File: config.mk
export PLATFORM = sky130hd
export DESIGN_NAME = vnos_skid
export DESIGN_NICKNAME = d
export VERILOG_FILES = /design/src/rtl/vnos_pkg.sv /design/src/rtl/vnos_skid.sv
export SDC_FILE = /design/constraint.sdc
export NUM_CORES = 1
export LEC_CHECK = 0
export BUFFER_PORTS_ARGS = -buffer_cell sky130_fd_sc_hd__buf_2
export CAP_MARGIN = 20
export CORE_ASPECT_RATIO = 1.5
export CORE_MARGIN = 2
export CORE_UTILIZATION = 35
export CTS_BUF_LIST = sky130_fd_sc_hd__clkbuf_16
export CTS_CLUSTER_DIAMETER = 150
export DETAILED_ROUTE_END_ITERATION = 12
export PLACE_DENSITY = 0.66
export SLEW_MARGIN = 20
export SYNTH_ARGS = -nofsm -noshare
export SYNTH_HDL_FRONTEND = slang
export SYNTH_SLANG_ARGS = --single-unit
File: constraint.sdc
create_clock -name clk_i -period 2.5 [get_ports clk_i]
set_clock_uncertainty 0.2 [all_clocks]
set_input_delay 0.25 -clock clk_i [delete_from_list [all_inputs] [get_ports clk_i]]
set_output_delay 0.25 -clock clk_i [all_outputs]
set_load 0.1 [all_outputs]
File: src/rtl/vnos_pkg.sv
// shared types and constants for the octave value noise block
`default_nettype none

package vnos_pkg;

  // lattice hash constants
  localparam logic [31:0] HASH_K1 = 32'd15731;
  localparam logic [31:0] HASH_K2 = 32'd789221;
  localparam logic [31:0] HASH_K3 = 32'd1376312589;

  // widths
  localparam int unsigned COORD_W  = 32;
  localparam int unsigned SCALED_W = 40;  // holds coord * 2^7 exactly
  localparam int unsigned SUM_W    = 18;
  localparam int unsigned FRAC_W   = 16;
  localparam int unsigned HASH_W   = 31;

  // register depth of the hash unit and of one cell
  localparam int unsigned HASH_LAT = 4;
  localparam int unsigned CELL_LAT = HASH_LAT + 3;

  // lattice value 1.0 in q.16
  localparam logic signed [SUM_W-1:0] ONE_Q16 = 18'sd65536;

  // transaction handed from one cell to the next
  typedef struct packed {
    logic                       vld;
    logic signed [SCALED_W-1:0] scaled;
    logic signed [SUM_W-1:0]    total;
  } vnos_link_t;

endpackage : vnos_pkg

`default_nettype wire

File: src/rtl/vnos_skid.sv
// output register with a skid entry, freezes the chain only when both hold data
`default_nettype none

module vnos_skid import vnos_pkg::*; (
  input  wire logic             clk_i,
  input  wire logic             rst_ni,
  input  wire logic             vld_i,
  input  wire logic [SUM_W-1:0] data_i,
  output      logic             en_o,
  output      logic             vld_o,
  output      logic [SUM_W-1:0] data_o,
  input  wire logic             rdy_i
);

  logic             out_vld_q, skid_vld_q;
  logic [SUM_W-1:0] out_q, skid_q;
  logic             take, push;

  assign en_o = !skid_vld_q;
  assign take = out_vld_q && rdy_i;
  assign push = en_o && vld_i;

  // valid flags
  always_ff @(posedge clk_i or negedge rst_ni) begin
    if (!rst_ni) begin
      out_vld_q  <= 1'b0;
      skid_vld_q <= 1'b0;
    end else begin
      if (skid_vld_q) begin
        if (take) begin
          skid_vld_q <= 1'b0;
        end
      end else if (push) begin
        if (!out_vld_q || take) begin
          out_vld_q <= 1'b1;
        end else begin
          skid_vld_q <= 1'b1;
        end
      end else if (take) begin
        out_vld_q <= 1'b0;
      end
    end
  end

  // payload
  always_ff @(posedge clk_i) begin
    if (skid_vld_q) begin
      if (take) begin
        out_q <= skid_q;
      end
    end else if (push) begin
      if (!out_vld_q || take) begin
        out_q <= data_i;
      end else begin
        skid_q <= data_i;
      end
    end
  end

  assign vld_o  = out_vld_q;
  assign data_o = out_q;

endmodule : vnos_skid

`default_nettype wire

==> results of run 1 <==
[Yosys cell counts]
library cell,count
nand2b_1,1
and2b_1,1
dfrtp_1,2
o21ai_1,1
nor3_1,1
mux2_4,1
nand2_1,1
inv_1,2
mux2_2,17
a21oi_1,2
edfxtp_1,36
buf_6,2
a2bb2oi_1,1
[worst min path at each step]
stage	slack, ns	cells after the start	to	from
floorplan	-0.25	0	skid_vld_q	rst_ni
CTS	0.03	2	skid_vld_q	rdy_i
global route	0.04	2	skid_vld_q	rdy_i
global placement	-0.17	1	skid_vld_q	rst_ni
detailed placement	-0.16	1	skid_vld_q	rst_ni
finish	0.04	2	skid_vld_q	rdy_i
[through the flow]
stage | instance area [um^2] | utilization [%]
finish | 2080 | 52.9
global route | 2080 | 52.9
CTS | 2080 | 52.9
detailed placement | 1690 | 43.1
global placement | 1690 | 43.1
floorplan | 1430 | -
[cell families (layout without fill, tap and decap cells)]
logic type / count (synthesis) / count (layout)
buf+inv: 4 / 73
compound gates: 4 / 4
flops: 38 / 38
simple gates: 4 / 4
mux: 18 / 18
[state kept, by name, indices dropped and copies added, names as in the netlist]
register and flops:
data_o 18, vld_o 1, skid_vld_q 1, skid_q 18
[layer usage]
metal  wire [um]  vias up
met5           0        -
met4          62        0
met3         175        7
met2        1310       32
met1         995      381
li1            -      402
[worst register-to-register path, stage by stage, from the launching register on]
cell and delay, ns:
dfrtp_1 0.37, nand2b_1 0.22, nor3_4 0.34, buf_4 0.28
[cell type report]
| cell class | instances | area share (%) |
|---|---|---|
| Clock buffer | 5 | 6.02 |
| Clock inverter | 3 | 3.31 |
| Inverter | 2 | 0.361 |
| Multi-Input combinational cell | 26 | 13.0 |
| Sequential cell | 38 | 54.5 |
| Tap cell | 45 | 2.71 |
| Timing Repair Buffer | 63 | 20.1 |
[what timing repair did]
action,4_1_cts,5_1_grt
hold endpoints to repair,20,0
buffers inserted,0,0
hold buffers,19,0
==> results.md, run 1 <==
* Data arrival at the endpoint of the critical path at around 1.4 ns
* Detailed-router iteration count before antenna repair at 3
* Number of hold violations in the final report at 0
* Via total after detailed routing at roughly 820
* Worst path depth at 3
* Class of the worst hold path: primary input to register
* Proportion of netlist area held by the largest area contributor at roughly 76%
* Number of nets in the layout at 158
* Outcome: finished clean
* Kind of capture point of the worst setup path: output port
* Die area at 4570 um^2
* Commonest cells after routing, fill and taps aside: 41 x buf_2, 36 x edfxtp_1, 19 x dlygate4sd3_1, 17 x mux2_2, 5 x clkbuf_16
* Synthesized netlist net count at 90
* Ant diodes at 0
* Flip-flop and latch count after synthesis at 38
* Sum of negative setup slack at 0 ns
* Master of the slowest instance on the critical path: buf_2
* Stage delay of the slowest cell on the critical path at 0.42 ns
* Register area share after synthesis at approximately four fifths
* Proportion of synthesized area in mux cells at 14.6%
* Total CTS buffers at 5
* Initial core utilization at between 30% and 40%
* Post-route ant nets at 0
* TritonCTS Sinks at 38
* TritonCTS clock tree: built
* Clk Tree Root Cell: clkbuf_16
* Setup slack after placement at 0.791 ns
* Simple-gate area share of the yosys netlist at 1.59%
* Post-Route Hold Slack at 0.0354 ns
* Number of buffers added on ports at 41
* Post-synthesis share of cell area spent on full adders, half adders and majority gates at 0%
* Cell family with most CP delay: buffers and inverters
* Overall track demand over capacity in global routing at 12.2%
* Via count of the first global-routing pass at ~840
* Final slew viol count at 0
* R2R Setup Slk at 0.79 ns
* Average instance area after synthesis at 20.8 um^2
* Global-route wire length before repair at 3980 um
* Distinct cell type count after synthesis at 13
* FF-to-FF path depth at 3
* Compound-gate portion of the synthesized area at 1.68%
* Number of buffer and inverter instances along the worst setup path at 3
* Xor and xnor fraction of the mapped netlist area at 0%
* Least-Margin Pin Slew at between 0.4 and 0.5 ns
* Overall routed net length at 2550 um
* Worst Setup SP: skid_vld_q
* Endpoint of the most critical register-to-register path: skid_q[16]
* Maximum number of pins on one net before global-route repair at 23
* Min Tclk post-route at 1.83 ns
* Initial antenna violation count at 0
* Max-cap check violation count at 0
* Clock network latency to the later pin of the worst-skew pair at 0.28 ns
* Area Overhead vs Synth at 46.9%
* Final critical-path share of the clock period at 73.1%
* Met1 usage in global routing at 13.5%
* Quantity of gates resized following cts at 0
* Post-route worst setup slack at 0.672 ns
* Number of DRC violations after detailed-routing iteration 0 at 15
* Post-synthesis instance area at 1410 um^2
* Vertical die dimension at 81.8 um
* Area occupied by registers at 1130 um^2
* Clock transition at the registers of the reported paths at roughly 0.06 ns
* Maximum count of clock buffers along a single path at 2
* Mapped Cells at 68
* Most area-hungry cell type in the Yosys netlist: edfxtp_1
* Detailed Place HPWL at between 1500 and 2000 um
* Vias per cell at approximately 4.5
* Global-route met2 utilization at between 15 and 20%
* Number of rows in the core area at 28
* Commonest non-fill, non-tap cell in the layout: buf_2
* Setup repair after global routing missed its margin: false
* Deepest level of the CTS H-tree at 2
* CORE AREA at ~3900 um^2
* Num ports at 42
* Capture point of the worst path: en_o
* Achievable Freq at 547 MHz
* Crit path cell chain: buf_4 -> inv_1 -> buf_2
* WL per Instance at 14.0 um
* Worst Path Max Fanout at 22
* Layout cells sized above 1 at 52.6%
* Largest family of logic cells by synthesized area: multiplexers
* Residual overflow from global routing at 0
* Horizontal die dimension at around 56 um
* Worst slew margin relative to its limit at 67.1%
* DP Cell Count at 155
* Placer congestion estimate at 0.683
* Total setup violations reported at the end of the flow at 0
* Final cell count without fillers at 182
* Final-layout fill cell count at 331
* Ranking of synthesized cells by area: edfxtp_1 76%, mux2_2 14%, dfrtp_1 3.5%, buf_6 1.6%, mux2_4 1.1%
* Type of origin of the critical path: register
* Gr busiest metal: met2
* Source of the worst register-to-register timing path: skid_vld_q
* Critical path type: register to output port
* Post-detailed-route DRC marker count at 0
* Yosys Warn Count at 0
* Area of the multi-input gates at 270 um^2
* GR met3 Demand/Resource at 5.20%
* Worst Path Required at slightly above 2 ns
Power of run 1 is not shown: default switching activity piles up to over one toggle a cycle in this logic, so the estimate is an artifact.
==> inputs of run 2 (changes only) <==
- clock period: 2.5 -> 1.6 ns (I/O delays scaled with it)
==> run 2 against run 1 <==
Against the previous run: design area grew 3.0%; worst setup slack lost 0.63 ns; die area is the same; sequential share of layout area shrank 1.4 points; clock-buffer cell count is the same; first-iteration DRC count shrank 27%; cell count grew 3.3%; flip-flop and latch count is the same; via count grew 2.7%; non-clock buffer count grew 6; hold slack gained 0.0070 ns; critical endpoint is now skid_vld_q.
==> results.md, run 2 (synthesis gave the netlist of run 1 again) <==
* CORE AREA at 3920 um^2 (unchanged)
* Master of the slowest instance on the critical path: dlygate4sd3_1
* Commonest cells after routing, fill and taps aside: 40 x buf_2, 36 x edfxtp_1, 22 x dlygate4sd3_1, 17 x mux2_2, 5 x clkbuf_16
* WL per Instance at 13.6 um (-2.8%)
* Layout cells sized above 1 at 53.8% (+1.3 points)
* Kind of capture point of the worst setup path: register
* Overall routed net length at 2560 um (+0.39%)
* Final slew viol count at 0 (unchanged)
* Data arrival at the endpoint of the critical path at 1.52 ns (+0.14 ns)
* Worst Path Max Fanout at 5 (-77%)
* Total setup violations reported at the end of the flow at 0 (unchanged)
* Number of buffer and inverter instances along the worst setup path at 1 (-2)
* Clock transition at the registers of the reported paths at 0.05 ns (about the same)
* Horizontal die dimension at 55.9 um (unchanged)
* Vertical die dimension at 81.8 um (unchanged)
* Start point of the worst hold path: vld_i
* TritonCTS Sinks at 38 (unchanged)
* Achievable Freq at approximately 640 MHz
* TritonCTS clock tree: built
* Via total after detailed routing at 844 (+2.7%)
* Ant diodes at 0 (unchanged)
* Global-route wire length before repair at 4240 um (+6.6%)
* Max-cap check violation count at 0 (unchanged)
* Stage delay of the slowest cell on the critical path at 0.56 ns (+0.14 ns)
* Maximum number of pins on one net before global-route repair at 12 (-48%)
* Die area at 4570 um^2 (unchanged)
* Num ports at 42 (unchanged)
* Deepest level of the CTS H-tree at 2 (unchanged)
* Number of buffers added on ports at 41 (unchanged)
* Number of rows in the core area at 28 (unchanged)
* Initial antenna violation count at 0 (unchanged)
* Worst Setup SP: vld_o
* Least-Margin Pin Slew at 0.493 ns (-0.00514 ns)
* Crit path cell chain: a21oi_2 -> a21oi_1 -> dlygate4sd3_1
* Number of hold violations in the final report at 0 (unchanged)
* Outcome: finished clean
* Final core utilization at 54.5% (+1.6 points)
* Detailed Place HPWL at 1760 um (+4.0%)
* Cell family with most CP delay: buffers and inverters
* Post-route ant nets at 0 (unchanged)
* Maximum count of clock buffers along a single path at 2 (unchanged)
* Worst Path Required at 1.55 ns (-0.50 ns)
* Source of the worst register-to-register timing path: vld_o
* Initial core utilization at 36.0% (unchanged)
* Clk Tree Root Cell: clkbuf_16
* Residual overflow from global routing at 0 (unchanged)
* Detailed-router iteration count before antenna repair at 4 (+1)
* Number of nets in the layout at 164 (+3.8%)
* Placer congestion estimate at 0.638 (-6.5%)
* Class of the worst hold path: primary input to register
* Vias per cell at 4.49 (-0.60%)
* Post-detailed-route DRC marker count at 0 (unchanged)
* Type of origin of the critical path: register
* Sum of negative setup slack at 0 ns (unchanged)
* Via count of the first global-routing pass at 899 (+7.2%)
* Clock network latency to the later pin of the worst-skew pair at 0.27 ns (about the same)
* Total CTS buffers at 5 (unchanged)
* Commonest non-fill, non-tap cell in the layout: buf_2
* Overall track demand over capacity in global routing at 12.6% (+0.40 points)
* Final critical-path share of the clock period at between 90% and 100%
* Min Tclk post-route at between 1.5 and 2 ns
* Area Overhead vs Synth at 51.3%
* Worst slew margin relative to its limit at 67.4% (+0.34 points)
* Critical path type: register to register
* Number of DRC violations after detailed-routing iteration 0 at 11 (-4)
-- run 2: worst paths after layout --
path	to	slack (ns)	cells past startpoint
worst max-delay path	skid_vld_q	0.04	3
worst min-delay path	vld_o	0.04	3
worst max register to register	skid_vld_q	0.04	3
worst min register to register	data_o[11]	0.35	1
max in group asynchronous	vld_o	0.51	3
min in group asynchronous	vld_o	0.54	3
-- run 2: repair_timing --
action,4_1_cts,5_1_grt
hold endpoints to repair,21,0
setup endpoints to repair,1,37
resized for setup,2,5
buffers inserted,0,0
pin swaps,0,1
hold buffers,22,0
-- run 2: area by class of cell --
class / instances / area, um^2
fill: 332 / 1780
sequential: 38 / 1130
timing repair buffer: 69 / 513
multi-input combinational: 26 / 288
clock buffer: 5 / 125
tap: 45 / 56.3
clock inverter: 3 / 12.5
inverter: 2 / 10.0
-- run 2: metal layers --
metal / GRT usage [%] / part of all wire (%) / up-vias
met5: 0 / 0 / -
met4: 6.43 / 2.5 / 0
met3: 5.35 / 8.0 / 8
met2: 20.7 / 51 / 36
met1: 14.1 / 39 / 391
li1: - / - / 409
-- run 2: worst min-delay path: stages --
cell,delay (ns)
buf_2,0.11
nand2b_2,0.11
o21ai_1,0.10
-- run 2: metrics by stage --
step           area (um^2)  hold WS, ns  cells  worst slack [ns]
5_1_grt               2140       0.0475    188          -0.00247
4_1_cts               2120       0.0898    188            0.0144
3_5_place_dp          1760       -0.252    158            0.0407
3_3_place_gp          1760       -0.255    158            0.0945
2_1_floorplan         1450       -0.336     68            -0.242
6_report              2140       0.0424    188            0.0377
Power of run 2 is left out for the same reason.
==> inputs of run 3 (changes only) <==
- MAX_ROUTING_LAYER: unset -> met4
==> run 3 against run 2 <==
Against the previous run: worst setup slack about the same; register-to-register slack about the same; global-route usage up 0.37 points; flip-flop and latch count unchanged; routed wire length about the same; largest cell class unchanged; core utilization unchanged; via count up 0.12%; non-clock buffer count unchanged; first-iteration DRC count unchanged; die area unchanged; cell count unchanged.
==> results.md, run 3 (synthesis gave the netlist of run 1 again) <==
* Outcome: finished clean
* DP Cell Count at 158 (unchanged)
* Number of hold violations in the final report at 0 (unchanged)
* Post-detailed-route DRC marker count at 0 (unchanged)
* Layout cells sized above 1 at 53.8% (unchanged)
* Overall routed net length at 2560 um (about the same)
* Number of rows in the core area at 28 (unchanged)
* Vertical die dimension at 81.8 um (unchanged)
* Least-Margin Pin Slew at 0.495 ns (+0.00269 ns)
* WL per Instance at 13.6 um (about the same)
* TritonCTS Sinks at 38 (unchanged)
* Die area at 4570 um^2 (unchanged)
* Number of DRC violations after detailed-routing iteration 0 at 11 (unchanged)
* Critical path type: register to register
* Hold path cells at 3 (unchanged)
* Number of post-CTS setup repair buffers at 0 (unchanged)
* R2R Setup Slk at 0.04 ns (about the same)
* Endpoint of the most critical register-to-register path: skid_vld_q
* Residual overflow from global routing at 0 (unchanged)
* TritonCTS clock tree: built
* Initial antenna violation count at 0 (unchanged)
* Post-route ant nets at 0 (unchanged)
* Worst Path Max Fanout at 5 (unchanged)
* Clk Tree Root Cell: clkbuf_16
* Area Overhead vs Synth at 51.3% (unchanged)
* Kind of capture point of the worst setup path: register
* Detailed Place HPWL at 1760 um (unchanged)
* Number of nets in the layout at 164 (unchanged)
* Vias per cell at 4.49 (+0.12%)
* Class of the worst hold path: primary input to register
* Min Tclk post-route at 1.56 ns (-0.0000198 ns)
* Detailed-router iteration count before antenna repair at 4 (unchanged)
* Data arrival at the endpoint of the critical path at 1.52 ns (about the same)
* Overall track demand over capacity in global routing at 13.0% (+0.37 points)
* Num ports at 42 (unchanged)
* Maximum number of pins on one net before global-route repair at 12 (unchanged)
* Global-route wire length before repair at 4240 um (unchanged)
* Clock network latency to the later pin of the worst-skew pair at 0.27 ns (about the same)
* Total setup violations reported at the end of the flow at 0 (unchanged)
* Post-Route Hold Slack at 0.0428 ns (+0.000430 ns)
* Clock transition at the registers of the reported paths at 0.05 ns (about the same)
* Total CTS buffers at 5 (unchanged)
* Start point of the worst hold path: vld_i
* Achievable Freq at 640 MHz (about the same)
* Initial core utilization at 36.0% (unchanged)
* Maximum count of clock buffers along a single path at 2 (unchanged)
* Commonest non-fill, non-tap cell in the layout: buf_2
* FF-to-FF path depth at 3 (unchanged)
* Source of the worst register-to-register timing path: vld_o
* Via total after detailed routing at 845 (+0.12%)
* Max-cap check violation count at 0 (unchanged)
* Number of buffers added on ports at 41 (unchanged)
* Placer congestion estimate at 0.644 (+0.83%)
* Horizontal die dimension at 55.9 um (unchanged)
* Type of origin of the critical path: register
* Hold EP: vld_o
* Ant diodes at 0 (unchanged)
* Deepest level of the CTS H-tree at 2 (unchanged)
* Via count of the first global-routing pass at 899 (unchanged)
* Final cell count without fillers at 188 (unchanged)
* Final core utilization at 54.5% (unchanged)
* Final slew viol count at 0 (unchanged)
* Worst Path Required at 1.55 ns (about the same)
* CORE AREA at 3920 um^2 (unchanged)
* Final critical-path share of the clock period at 97.6% (about the same)
* Commonest cells after routing, fill and taps aside: 40 x buf_2, 36 x edfxtp_1, 22 x dlygate4sd3_1, 17 x mux2_2, 5 x clkbuf_16
* Worst slew margin relative to its limit at 67.2% (-0.18 points)
==> run 3: routing by layer <==
metal / track usage, % / up-vias / part of all wire [%]
li1: - / 409 / -
met1: 14.8 / 391 / 41
met2: 20.7 / 36 / 51
met3: 4.25 / 9 / 6.2
met4: 6.43 / 0 / 2.3
met5: - / - / 0
==> run 3: per-stage QoR <==
| stage | area, um^2 | setup slack, ns | setup TNS (ns) |
|---|---|---|---|
| 4_1_cts | 2120 | 0.0144 | 0 |
| 6_report | 2140 | 0.0377 | 0 |
| 2_1_floorplan | 1450 | -0.242 | -6.57 |
| 5_1_grt | 2140 | -0.00247 | -0.00912 |
| 3_3_place_gp | 1760 | 0.0945 | 0 |
| 3_5_place_dp | 1760 | 0.0407 | 0 |
==> run 3: final cells by class <==
cell class,instances,area (um^2)
clock buffers,5,125
clock inverters,3,12.5
fillers,332,1780
inverters,2,10.0
multi-input cells,26,288
flip-flops and latches,38,1130
well taps,45,56.3
repair buffers,69,513
==> run 3: what timing repair did <==
item / in CTS / in global routing
hold buffers: 22 / 0
cloned: 0 / 0
endpoints found under the setup margin: 1 / 37
pin swaps: 0 / 1
resized for setup: 2 / 5
hold endpoints to repair: 21 / 0
==> run 3: critical path, cell delays in order, from the launching register on <==
cell	delay (ns)
dfrtp_4	0.51
a21oi_2	0.12
a21oi_1	0.05
dlygate4sd3_1	0.56
==> run 3: worst max-delay path by stage <==
stage / to / slack (ns) / startpoint / cells past startpoint
2_1_floorplan: skid_q[0] / -0.24 / vld_o / 2
3_5_place_dp: skid_q[5] / 0.04 / skid_vld_q / 3
3_3_place_gp: data_o[13] / 0.09 / skid_vld_q / 3
4_1_cts: skid_q[6] / 0.01 / skid_vld_q / 3
5_1_grt: skid_q[6] / -0.002 / skid_vld_q / 3
6_report: skid_vld_q / 0.04 / vld_o / 3
Power of run 3 is left out for the same reason.
